==> config.mk <==
export PLATFORM = sky130hd
export DESIGN_NAME = kcs_div_cell
export DESIGN_NICKNAME = d
export VERILOG_FILES = /design/src/rtl/kcs_pkg.sv /design/src/rtl/kcs_div_cell.sv
export SDC_FILE = /design/constraint.sdc
export NUM_CORES = 1
export LEC_CHECK = 0
export ABC_AREA = 0
export BUFFER_PORTS_ARGS = -buffer_cell sky130_fd_sc_hd__buf_2
export CAP_MARGIN = 20
export CORE_AREA = 2 2 138 140
export CTS_BUF_LIST = sky130_fd_sc_hd__clkbuf_4
export DETAILED_ROUTE_END_ITERATION = 6
export DIE_AREA = 0 0 140 142
export GPL_ROUTABILITY_DRIVEN = 0
export SYNTH_ARGS = -nofsm -noshare
export SYNTH_HDL_FRONTEND = slang
export SYNTH_SLANG_ARGS = --single-unit
==> constraint.sdc <==
create_clock -name i_clk -period 6.8 [get_ports i_clk]
set_input_delay 1.02 -clock i_clk [delete_from_list [all_inputs] [get_ports i_clk]]
set_output_delay 1.02 -clock i_clk [all_outputs]
set_load 0.03 [all_outputs]
==> src/rtl/kcs_pkg.sv <==
// Package for the keyframe curve segment evaluator.
// Holds the table geometry, the entry record, the divider cell record and the FSM states.
// No dependencies.
package kcs_pkg;

    localparam int MAX_SEGMENTS = 64;
    localparam int SEG_AW       = $clog2(MAX_SEGMENTS);
    localparam int CNT_W        = 7;
    localparam int TIME_W       = 32;
    localparam int VAL_W        = 32;
    localparam int DIV_STEPS    = 32;

    typedef logic [SEG_AW-1:0] t_seg_addr;

    // Segment kinds.
    typedef enum logic [1:0] {
        KIND_LINEAR  = 2'd0,
        KIND_BEZIER  = 2'd1,
        KIND_STEP    = 2'd2,
        KIND_INVSTEP = 2'd3
    } t_kind;

    // Item commands.
    localparam logic CMD_WRITE = 1'b0;
    localparam logic CMD_QUERY = 1'b1;

    // One table entry.
    typedef struct packed {
        logic [1:0]              kind;
        logic [TIME_W-1:0]       start_time;
        logic signed [VAL_W-1:0] start_value;
        logic signed [VAL_W-1:0] ctrl1_value;
        logic signed [VAL_W-1:0] ctrl2_value;
        logic [TIME_W-1:0]       end_time;
        logic signed [VAL_W-1:0] end_value;
    } t_entry;

    // Data handed from one divider cell to the next.
    typedef struct packed {
        logic              vld;
        logic [TIME_W-1:0] rem;
        logic [TIME_W-1:0] quo;
        logic [TIME_W-1:0] span;
    } t_div;

    typedef enum logic [2:0] {
        ST_IDLE,
        ST_SCAN,
        ST_DIV,
        ST_MUL,
        ST_ADD,
        ST_DONE
    } t_state;

endpackage

==> src/rtl/kcs_div_cell.sv <==
// One restoring-division cell: brings in one dividend bit and forms one quotient bit.
// Depends on kcs_pkg.
module kcs_div_cell (
    input  logic         i_clk,
    input  logic         i_rst_n,
    input  kcs_pkg::t_div i_div,
    input  logic         i_bit,
    output kcs_pkg::t_div o_div
);
    import kcs_pkg::*;

    logic [TIME_W:0]   shifted;
    logic              ge;
    logic [TIME_W:0]   diff;
    t_div              r_div;

    // Shift in the next dividend bit and try a subtract.
    always_comb begin
        shifted = {i_div.rem, i_bit};
        diff    = shifted - {1'b0, i_div.span};
        ge      = (shifted >= {1'b0, i_div.span});
    end

    always_ff @(posedge i_clk) begin
        if (!i_rst_n) begin
            r_div.vld <= 1'b0;
        end else begin
            r_div.vld <= i_div.vld;
        end
        r_div.rem  <= ge ? diff[TIME_W-1:0] : shifted[TIME_W-1:0];
        r_div.quo  <= {i_div.quo[TIME_W-2:0], ge};
        r_div.span <= i_div.span;
    end

    assign o_div = r_div;

endmodule

Yosys cells after proc, flatten, opt, wreduce, memory -nomap -nowiden
Cells that the tools add are included.
{"block": "totals", "latch_bits": 0, "ram_bits": 0, "memories": 0, "in_bits": 100, "wordCells": 7, "out_inout_bits": 97, "regBits": 97, "rom_bits": 0}
{"block": "classes", "n_mul": 0, "shifts": 0, "magnitude_cmp": 1, "n_bitwise": 0, "n_reduce_logical": 0, "div": 0, "eq_ne": 0, "n_addsub": 1, "muxes": 1}
{"op": "33-bit by 32-bit >= comparator with 1-bit output", "count": 1}
{"op": "32-bit two-way mux", "count": 1}
{"op": "32-bit subtractor", "count": 1}

Depth between registers and ports, before layout
Gate-level depths: netlist (run 1).
{"block": "logic_depth", "depth_word": 2, "ltp_mapped": 13, "mapped_depth_nobuf": 12}

Worst setup path before layout (run 1)
Ideal clock, no wire load.
{"block": "synth_timing", "kind": "input -> register", "start": "input port i_div[7] (netlist name)", "end": "register r_div (netlist bit o_div[77])", "path_buffers": 2, "arrival_time_ns": 3.533, "t_required_ns": 6.677, "cell_stages": 12, "path_slack_ns": 3.143, "setup_ns": 0.123, "cell_sequence": "inv_1 > ha_1 > buf_2 > nand4_1 > or4_1 > a21oi_1 > nor3_1 > a211oi_2 > o21ai_2 > o31ai_4 > buf_4 > mux2_1"}
{"block": "synth_via", "elab_chain_cells": 2, "word_cells_on_any_way": 3, "classes_between": "add/sub: 1; order compare: 1; mux: 1"}
{"element": "from (decl)", "line_no": "kcs_div_cell.sv:6", "source": "input kcs_pkg::t_div i_div,"}
{"element": "32-bit subtractor or 33-bit by 32-bit >= comparator with 1-bit output (tied branches)", "line_no": "kcs_div_cell.sv:20, kcs_div_cell.sv:21"}
{"element": "32-bit two-way mux (*)", "line_no": "kcs_div_cell.sv:30", "source": "r_div.rem <= ge ? diff[TIME_W-1:0] : shifted[TIME_W-1:0];"}
{"element": "to (decl)", "line_no": "kcs_div_cell.sv:15", "source": "t_div r_div;"}
Mark *: on every way between the ends. The rest lies on a longest branch, timed or not.
A chain may end at the register's enable or synchronous reset.

Worst setup path in the final report (run 1)
{"block": "layout_timing", "start": "input port i_div[5] (netlist name)", "end": "register r_div (netlist bit o_div[70])"}
Same word-level chain as after synthesis.

==> results.toml, run 1 <==
[status]
status = "finished, violations left"
violations = "design-rule violations"

[logic_synthesis]
synth-seq-cells = 97
synth-main-ff-cell = "dfxtp_1"
syn-mean-instance-area_sq_um = 9.39
yosysTopAreaCellShare = 0.467
synth_area_leaders = "dfxtp_1 47%, ha_1 9.6%, a21oi_1 6.7%"
syn-num-nets = 576
netlist_instances = 443
synth-async-reset-ratio = 0
ys_types = 48
synth_area_leader_cell = "dfxtp_1"
yosysWarnings = 0
ys_seq_area_frac = 0.467
synth_area_sq_um = 4160
synth_edf_count = 0

[power]
pwr-share-comb = 0.322
power.share.switching = 0.375
total_power_mw = 1.39
p_per_area_nw_per_um2 = 254
power_frac_clock = 0.216
leakage_nw = 2.70
power_frac_seq = 0.462
vdd_drop_max_mv = 0.0917
switchingPower_uw = 521
internal_power_uw = 869

[setup_path]
crit_path_end_kind = "flip-flop"
critical_path_class = "input pin to flip-flop"
start_kind = "input pin"
arrival_ns = 4.46
cp_max_fo = 43
cp.required_ns = 7.18

[grt]
use_met2 = 0.184
grt_first_pass_wirelength_microns = 17400
grt.total_usage = 0.113
grt_max_degree = 44
grt_pass1_vias = 3411
busiest_layer = "met2"
grt-ovfl-total = 0
grt_antenna_before_repair = 2
use_met1 = 0.143
grt_util_met3 = 0.0313

[routing]
postRouteWirelength_microns = 11300
routed_via_density = 4.21
detail-route-antenna-nets = 0
firstDrtPassIters = 7
drc = 15
vias = 3668
first_iter_violations = 155
routedWlPerCell_microns = 13.0

[die]
floorplan.initialDensity = 0.225
rows = 50
io_pins = 197
die_area_sq_um = 19900
core-area_sq_um = 18500
die_w_microns = 140
die_height_microns = 142

[clocking]
hold_buffers = 0
clock-sinks = 97
clockBufferDepth = 2
cts_resized = 0
path_clk_slew_ns = 0.17
post_cts_buffers = 0
h-tree-depth = 3
cts_root_buf = "clkbuf_4"
cts-buffers-inserted = 9
cts_tree = "yes"

[placement]
dp_hpwl_microns = 9290
portBuffers = 195

[min_path]
hold_class = "input pin to flip-flop"
hold_depth = 1

[sta]
max_freq_mhz = 245
hold_violations = 0
slew_violations = 0
rsz0062_at_grt = "no"
relSlewSlack = 0.602
fin_crit_sh = 0.599
finalSetupTns_ns = 0
worstMarginPinSlew_ns = 0.590
setup_viol = 0
min_period_ns = 4.07

[cells_and_area]
mostFrequentLayoutCells = "195 x buf_2, 97 x dfxtp_1, 56 x a21oi_1"
drive_gt1_frac = 0.347
largest_reg_flops = 97
seqCellArea_sq_um = 1940
layout_commonest_cell = "buf_2"
final_nets = 765
area_growth_syn_to_layout_pct = 31.7
final.fill_count = 2018
multiInputGateArea_sq_um = 1980

[run]
maxCapViolCount = 0
routing by layer:
| metal | vias up | wire (microns) |
|---|---|---|
| li1 | 1915 | - |
| met1 | 1627 | 5270 |
| met2 | 111 | 5160 |
| met3 | 13 | 705 |
| met4 | 2 | 169 |
| met5 | - | 13 |
cells in the mapped netlist, types with 3 or more instances:
cell type,count
o21a_1,6
nand2_1,26
buf_4,3
o21bai_1,3
and2_1,3
mux2_2,6
dfxtp_1,97
mux2_1,4
xor2_1,12
a31oi_1,5
o21ai_0,16
nor2_1,35
nor4_1,4
xnor2_1,15
clkbuf_1,6
a21o_1,12
nor2b_1,3
inv_1,38
nand3_1,8
ha_1,32
a211oi_1,3
a21oi_1,56
nand4_1,8
o211ai_1,4
buf_2,8
nand2b_1,3
path summary, 6_finish.rpt:
path                  startpoint   endpoint  slack [ns]
worst max-delay path    i_div[5]  o_div[70]        2.73
worst min-delay path   i_div[57]  o_div[58]        0.62
metrics by stage:
stage / instance area, sq um / hold WS, ns / util / worst slack, ns / std cells
6_report: 5480 / 0.622 / 0.297 / 2.73 / 872
5_1_grt: 5480 / 0.565 / 0.297 / 2.43 / 872
4_1_cts: 5470 / 0.552 / 0.297 / 2.68 / 871
3_5_place_dp: 5340 / 1.12 / 0.290 / 2.11 / 855
3_3_place_gp: 5340 / 1.12 / 0.290 / 2.14 / 855
2_1_floorplan: 4160 / 1.05 / - / 3.14 / 443
critical path, stage by stage:
cell,delay [ns]
buf_2,0.09
inv_1,0.04
ha_1,0.43
nand4_1,0.24
or4_1,0.55
a21oi_1,0.13
nor3_1,0.09
a211oi_2,0.25
o21ai_2,0.18
o31ai_4,0.51
buf_4,0.49
mux2_2,0.39
power groups by stage:
stage	Sequential, mW	Clock [mW]	Combinational (mW)
3_3_place_gp	0.655	0	0.450
2_1_floorplan	0.787	0	0.183
4_1_cts	0.643	0.324	0.453
3_5_place_dp	0.655	0	0.451
6_report	0.642	0.301	0.447
5_1_grt	0.649	0.336	0.486
logic make-up after synthesis:
family | after synthesis | share of synthesized area
fa+ha+maj | 33 | 0.101
buf+inv | 56 | 0.0560
mux | 11 | 0.0295
simple gates | 100 | 0.113
xor+xnor | 27 | 0.0569
flops | 97 | 0.467
compound gates | 119 | 0.176
layout make-up:
class | instances | area share
Sequential cell | 97 | 0.355
Tap cell | 234 | 0.0535
Inverter | 38 | 0.0261
Clock buffer | 9 | 0.0123
Timing Repair Buffer | 196 | 0.180
Clock inverter | 7 | 0.0112
Antenna cell | 1 | 0.000457
Multi-Input combinational cell | 290 | 0.362
(Power assumes the default switching activity.)
==> inputs of run 2 (changes only) <==
==> constraint.sdc (replaced) <==
create_clock -name i_clk -period 3.6 [get_ports i_clk]
set_input_delay 0.54 -clock i_clk [delete_from_list [all_inputs] [get_ports i_clk]]
set_output_delay 0.54 -clock i_clk [all_outputs]
set_load 0.03 [all_outputs]
==> run 2 against run 1 <==
  * The flow still finishes with violations (design-rule violations)
  * Worst hold slack worse by 0.47 ns
  * Wire length is 2.6% higher
  * Design area is 3.9% higher
  * Sequential power is 88% higher
  * Die area stayed put
  * Combinational power is 97% higher
  * Critical path depth stayed put
  * Worst setup slack worse by 2.2 ns
  * Non-clock buffer count is 20 higher
  * Core utilization is 1.2 points higher
  * Power is 100% higher
  * First-iteration DRC count is 23% lower
  * Critical path type unchanged
  * Highest routed layer unchanged
==> results.toml, run 2 (synthesized netlist as in run 1, its figures left out) <==
[status]
status = "finished, violations left"
violations = "design-rule violations"

[cells_and_area]
postLayoutCoreUtil = 0.308
stdcell_count = 891
drive_gt1_frac = 0.367
final_nets = 785
final.fill_count = 2011
largest_reg_flops = 97
mostFrequentLayoutCells = "195 x buf_2, 97 x dfxtp_1, 56 x a21oi_1"
area_growth_syn_to_layout_pct = 36.8
layout_commonest_cell = "buf_2"

[routing]
routed_via_density = 4.17
drc = 15
postRouteWirelength_microns = 11600
first_iter_violations = 120
firstDrtPassIters = 6
vias = 3718
routedWlPerCell_microns = 13.0
detail-route-antenna-nets = 0

[setup_path]
crit_path_cell_trace = "buf_2, ha_1, fa_1, nand2b_1, a21oi_1, o21ai_0, o311a_1, a31oi_1, a21oi_1, o41ai_1, xor2_1, mux2_1"
crit_path_max_incr_delay_ns = 0.39
slowest_stage = "fa_1"
cp.required_ns = 3.96
critPathTopFamily = "compound AO/OA/AOI/OAI gates"
path_common_cell = "a21oi_1"
crit_path_end_kind = "flip-flop"
cp_max_fo = 3
start_kind = "input pin"
critical_path_class = "input pin to flip-flop"
arrival_ns = 3.47
worst-path-buf-inv = 1

[placement]
portBuffers = 195
dp_hpwl_microns = 9540
dp_cells = 875

[grt]
grt_max_degree = 36
grt_pass1_vias = 3684
grt-ovfl-total = 0
grt.total_usage = 0.117
grt_antenna_before_repair = 2
grt_first_pass_wirelength_microns = 18400

[sta]
relSlewSlack = 0.614
worstMarginPinSlew_ns = 0.576
fin_crit_sh = 0.863
hold_violations = 0
max_freq_mhz = 322
setup_viol = 0
finalSetupTns_ns = 0
min_period_ns = 3.11
rsz0062_at_grt = "no"
slew_violations = 0

[die]
rows = 50
die_w_microns = 140
floorplan.initialDensity = 0.225
die_area_sq_um = 19900
io_pins = 197
die_height_microns = 142
core-area_sq_um = 18500

[clocking]
clock-sinks = 97
clockBufferDepth = 2
cts_root_buf = "clkbuf_4"
post_cts_buffers = 0
cts-buffers-inserted = 9
cts_tree = "yes"
path_clk_slew_ns = 0.16
h-tree-depth = 3
cts_resized = 0
hold_buffers = 0

[power]
power_frac_seq = 0.429
power.share.switching = 0.342
p_per_area_nw_per_um2 = 498
pwr-share-comb = 0.311
leakage_nw = 2.82
switchingPower_uw = 968
internal_power_mw = 1.86
vdd_drop_max_mv = 0.158
power_frac_clock = 0.260

[min_path]
hold_class = "input pin to flip-flop"

[run]
maxCapViolCount = 0
## run 2: changes by cell type in the layout (fill, tap and decap cells not counted)
cell       change
clkinv_2       +1
clkinv_4       -2
bufinv_16      +3
buf_12         +1
inv_8          -2
clkinv_1       -1
buf_4         +19
## run 2: final timing paths
| path | from | end | cells past startpoint |
|---|---|---|---|
| setup / recovery | i_div[0] | o_div[94] | 12 |
| hold / removal | i_div[34] | o_div[35] | 1 |
## run 2: through the flow
| step | power (mW) | area, sq um | worst slack, ns | hold slack [ns] |
|---|---|---|---|---|
| after floorplan | 1.83 | 4160 | 0.423 | 0.568 |
| after global placement | 2.12 | 5510 | 0.0557 | 0.642 |
| after detailed placement | 2.13 | 5510 | 0.00337 | 0.644 |
| after CTS | 2.89 | 5690 | 0.542 | 0.0781 |
| after global routing | 2.99 | 5690 | 0.309 | 0.0936 |
| final | 2.83 | 5690 | 0.492 | 0.149 |
## run 2: area by class of cell
type	count	area [sq um]	share of cell area
Antenna cell	1	2.50	0.000440
Clock inverter	6	113	0.0198
Timing Repair Buffer	216	1150	0.201
Tap cell	234	293	0.0515
Clock buffer	9	67.6	0.0119
Inverter	38	143	0.0251
Multi-Input combinational cell	290	1980	0.349
Sequential cell	97	1940	0.341
## run 2: layer usage
layer / global-route usage / part of all wire
met1: 0.150 / 0.47
met2: 0.191 / 0.46
met3: 0.0316 / 0.061
met4: 0.0399 / 0.014
met5: 0 / 0.0011
## run 2: power groups by stage
| stage | clock, mW | combinational (mW) | sequential (mW) |
|---|---|---|---|
| floorplan | 0 | 0.345 | 1.49 |
| global placement | 0 | 0.885 | 1.24 |
| detailed placement | 0 | 0.887 | 1.24 |
| CTS | 0.781 | 0.891 | 1.22 |
| global route | 0.808 | 0.958 | 1.23 |
| finish | 0.735 | 0.882 | 1.21 |
==> inputs of run 3 (changes only) <==
--- a/config.mk
+++ b/config.mk
@@ -8,11 +8,12 @@
 export ABC_AREA = 0
 export BUFFER_PORTS_ARGS = -buffer_cell sky130_fd_sc_hd__buf_2
 export CAP_MARGIN = 20
-export CORE_AREA = 2 2 138 140
+export CORE_AREA = 2 2 145 133
 export CTS_BUF_LIST = sky130_fd_sc_hd__clkbuf_4
 export DETAILED_ROUTE_END_ITERATION = 6
-export DIE_AREA = 0 0 140 142
+export DIE_AREA = 0 0 147 135
 export GPL_ROUTABILITY_DRIVEN = 0
+export SETUP_SLACK_MARGIN = 0.02
 export SYNTH_ARGS = -nofsm -noshare
 export SYNTH_HDL_FRONTEND = slang
 export SYNTH_SLANG_ARGS = --single-unit
==> run 3 against run 2 <==
  * The flow now finishes without violations
  * Global-route usage about the same
  * Worst hold slack got worse by 0.014 ns
  * Sequential power barely moved
  * Die area fell by 0.18%
  * Clock power is 23% lower
  * Maximum frequency grew 1.9%
  * Worst setup slack better by 0.057 ns
  * Final cell count is 1.2% higher
  * Sequential share of layout area up 0.27 points
  * Core utilization up 0.13 points
  * Largest cell class unchanged
  * Largest power group unchanged
  * Highest routed layer is now met4
==> results.toml, run 3 (synthesized netlist as in run 1, its figures left out) <==
[placement]
portBuffers = 195
dp_hpwl_microns = 9490

[sta]
finalSetupTns_ns = 0
relSlewSlack = 0.662
max_freq_mhz = 328
slew_violations = 0
setup_viol = 0
worstMarginPinSlew_ns = 0.505
fin_crit_sh = 0.847
min_period_ns = 3.05
rsz0062_at_grt = "no"
hold_violations = 0

[clocking]
hold_buffers = 0
post_cts_buffers = 0
cts_root_buf = "clkbuf_4"
cts-buffers-inserted = 9
clockBufferDepth = 2
cts_tree = "yes"
h-tree-depth = 3
path_clk_slew_ns = 0.18
cts_resized = 0
clock-sinks = 97

[power]
vdd_drop_max_mv = 0.168
power_frac_clock = 0.214
p_per_area_nw_per_um2 = 472
switchingPower_uw = 998
internal_power_mw = 1.66
leakage_nw = 2.79
total_power_mw = 2.66
power_frac_seq = 0.455
power.share.switching = 0.375
pwr-share-comb = 0.331

[setup_path]
slowest_stage = "fa_1"
crit_path_end_kind = "flip-flop"
crit_path_cell_trace = "buf_2, ha_1, fa_1, nand2b_1, a21oi_1, o21ai_0, o311a_1, a31oi_1, a21oi_1, o41ai_1, xor2_1, mux2_1"
arrival_ns = 3.44
crit_path_max_incr_delay_ns = 0.41
path_common_cell = "a21oi_1"
critical_path_class = "input pin to flip-flop"
start_kind = "input pin"
cp.required_ns = 3.99
cp_max_fo = 3

[routing]
routed_via_density = 4.11
routedWlPerCell_microns = 12.9
vias = 3705
firstDrtPassIters = 4
detail-route-antenna-nets = 0
postRouteWirelength_microns = 11600
drc = 0
first_iter_violations = 172

[grt]
busiest_layer = "met2"
grt_pass1_vias = 3629
grt.total_usage = 0.117
grt_antenna_before_repair = 1
use_met2 = 0.184
grt-ovfl-total = 0
use_met1 = 0.152
grt_util_met3 = 0.0385
grt_first_pass_wirelength_microns = 18100
grt_max_degree = 35

[cells_and_area]
largest_reg_flops = 97
drive_gt1_frac = 0.367
final_nets = 784
layout_commonest_cell = "buf_2"
mostFrequentLayoutCells = "195 x buf_2, 97 x dfxtp_1, 56 x a21oi_1"
area_growth_syn_to_layout_pct = 35.8

[min_path]
hold_class = "input pin to flip-flop"

[die]
core-area_sq_um = 18200
io_pins = 197
rows = 47
floorplan.initialDensity = 0.228
die_height_microns = 135
die_area_sq_um = 19800
die_w_microns = 147

[run]
maxCapViolCount = 0

[status]
status = "complete, no violations"
## run 3: cell types whose count changed in the layout (fill, tap and decap cells not counted), sizes merged
cell | before | now
buf | 216 | 215
bufinv | 3 | 0
clkinv | 1 | 3
clkinvlp | 0 | 1
inv | 40 | 41
## run 3: cell type report
class | count | area (sq um)
repair buffers | 215 | 1140
clock buffers | 9 | 67.6
clock inverters | 7 | 61.3
fillers | 2012 | 12600
well taps | 245 | 307
diodes | 1 | 2.50
flip-flops and latches | 97 | 1940
multi-input cells | 290 | 1980
inverters | 38 | 143
## run 3: critical path, delay by kind of cell
kind                       cells  cell delay (ns)
AOI/OAI and AO/OA              6             1.51
xor gates and xnor gates       1             0.12
adders and majority gates      2             0.65
buffers and inverters          1             0.11
muxes                          1             0.31
and+or+nand+nor                1             0.18
## run 3: power by group through the flow
stage	Combinational, mW	Sequential, mW	Clock [mW]
floorplan	0.345	1.49	0
detailed placement	0.886	1.24	0
finish	0.882	1.21	0.569
global placement	0.886	1.24	0
CTS	0.892	1.21	0.616
global route	0.961	1.23	0.648
## run 3: worst paths after layout
check	start	to	slack (ns)	depth (start not counted)
setup / recovery	i_div[0]	o_div[94]	0.55	12
hold / removal	i_div[19]	o_div[19]	0.14	1
## run 3: through the flow
| stage | instances | util | instance area [sq um] | hold WS [ns] | setup WS, ns |
|---|---|---|---|---|---|
| after floorplan | 443 | - | 4160 | 0.568 | 0.423 |
| after global placement | 885 | 0.302 | 5510 | 0.642 | 0.0652 |
| after detailed placement | 885 | 0.302 | 5510 | 0.644 | 0.0335 |
| after CTS | 901 | 0.309 | 5640 | 0.0732 | 0.579 |
| after global routing | 902 | 0.310 | 5640 | 0.0759 | 0.341 |
| final | 902 | 0.310 | 5640 | 0.135 | 0.549 |
## run 3: metal layers
layer	vias to the layer above	wire, microns
li1	1951	-
met1	1625	5580
met2	117	5050
met3	12	793
met4	0	174
met5	-	0
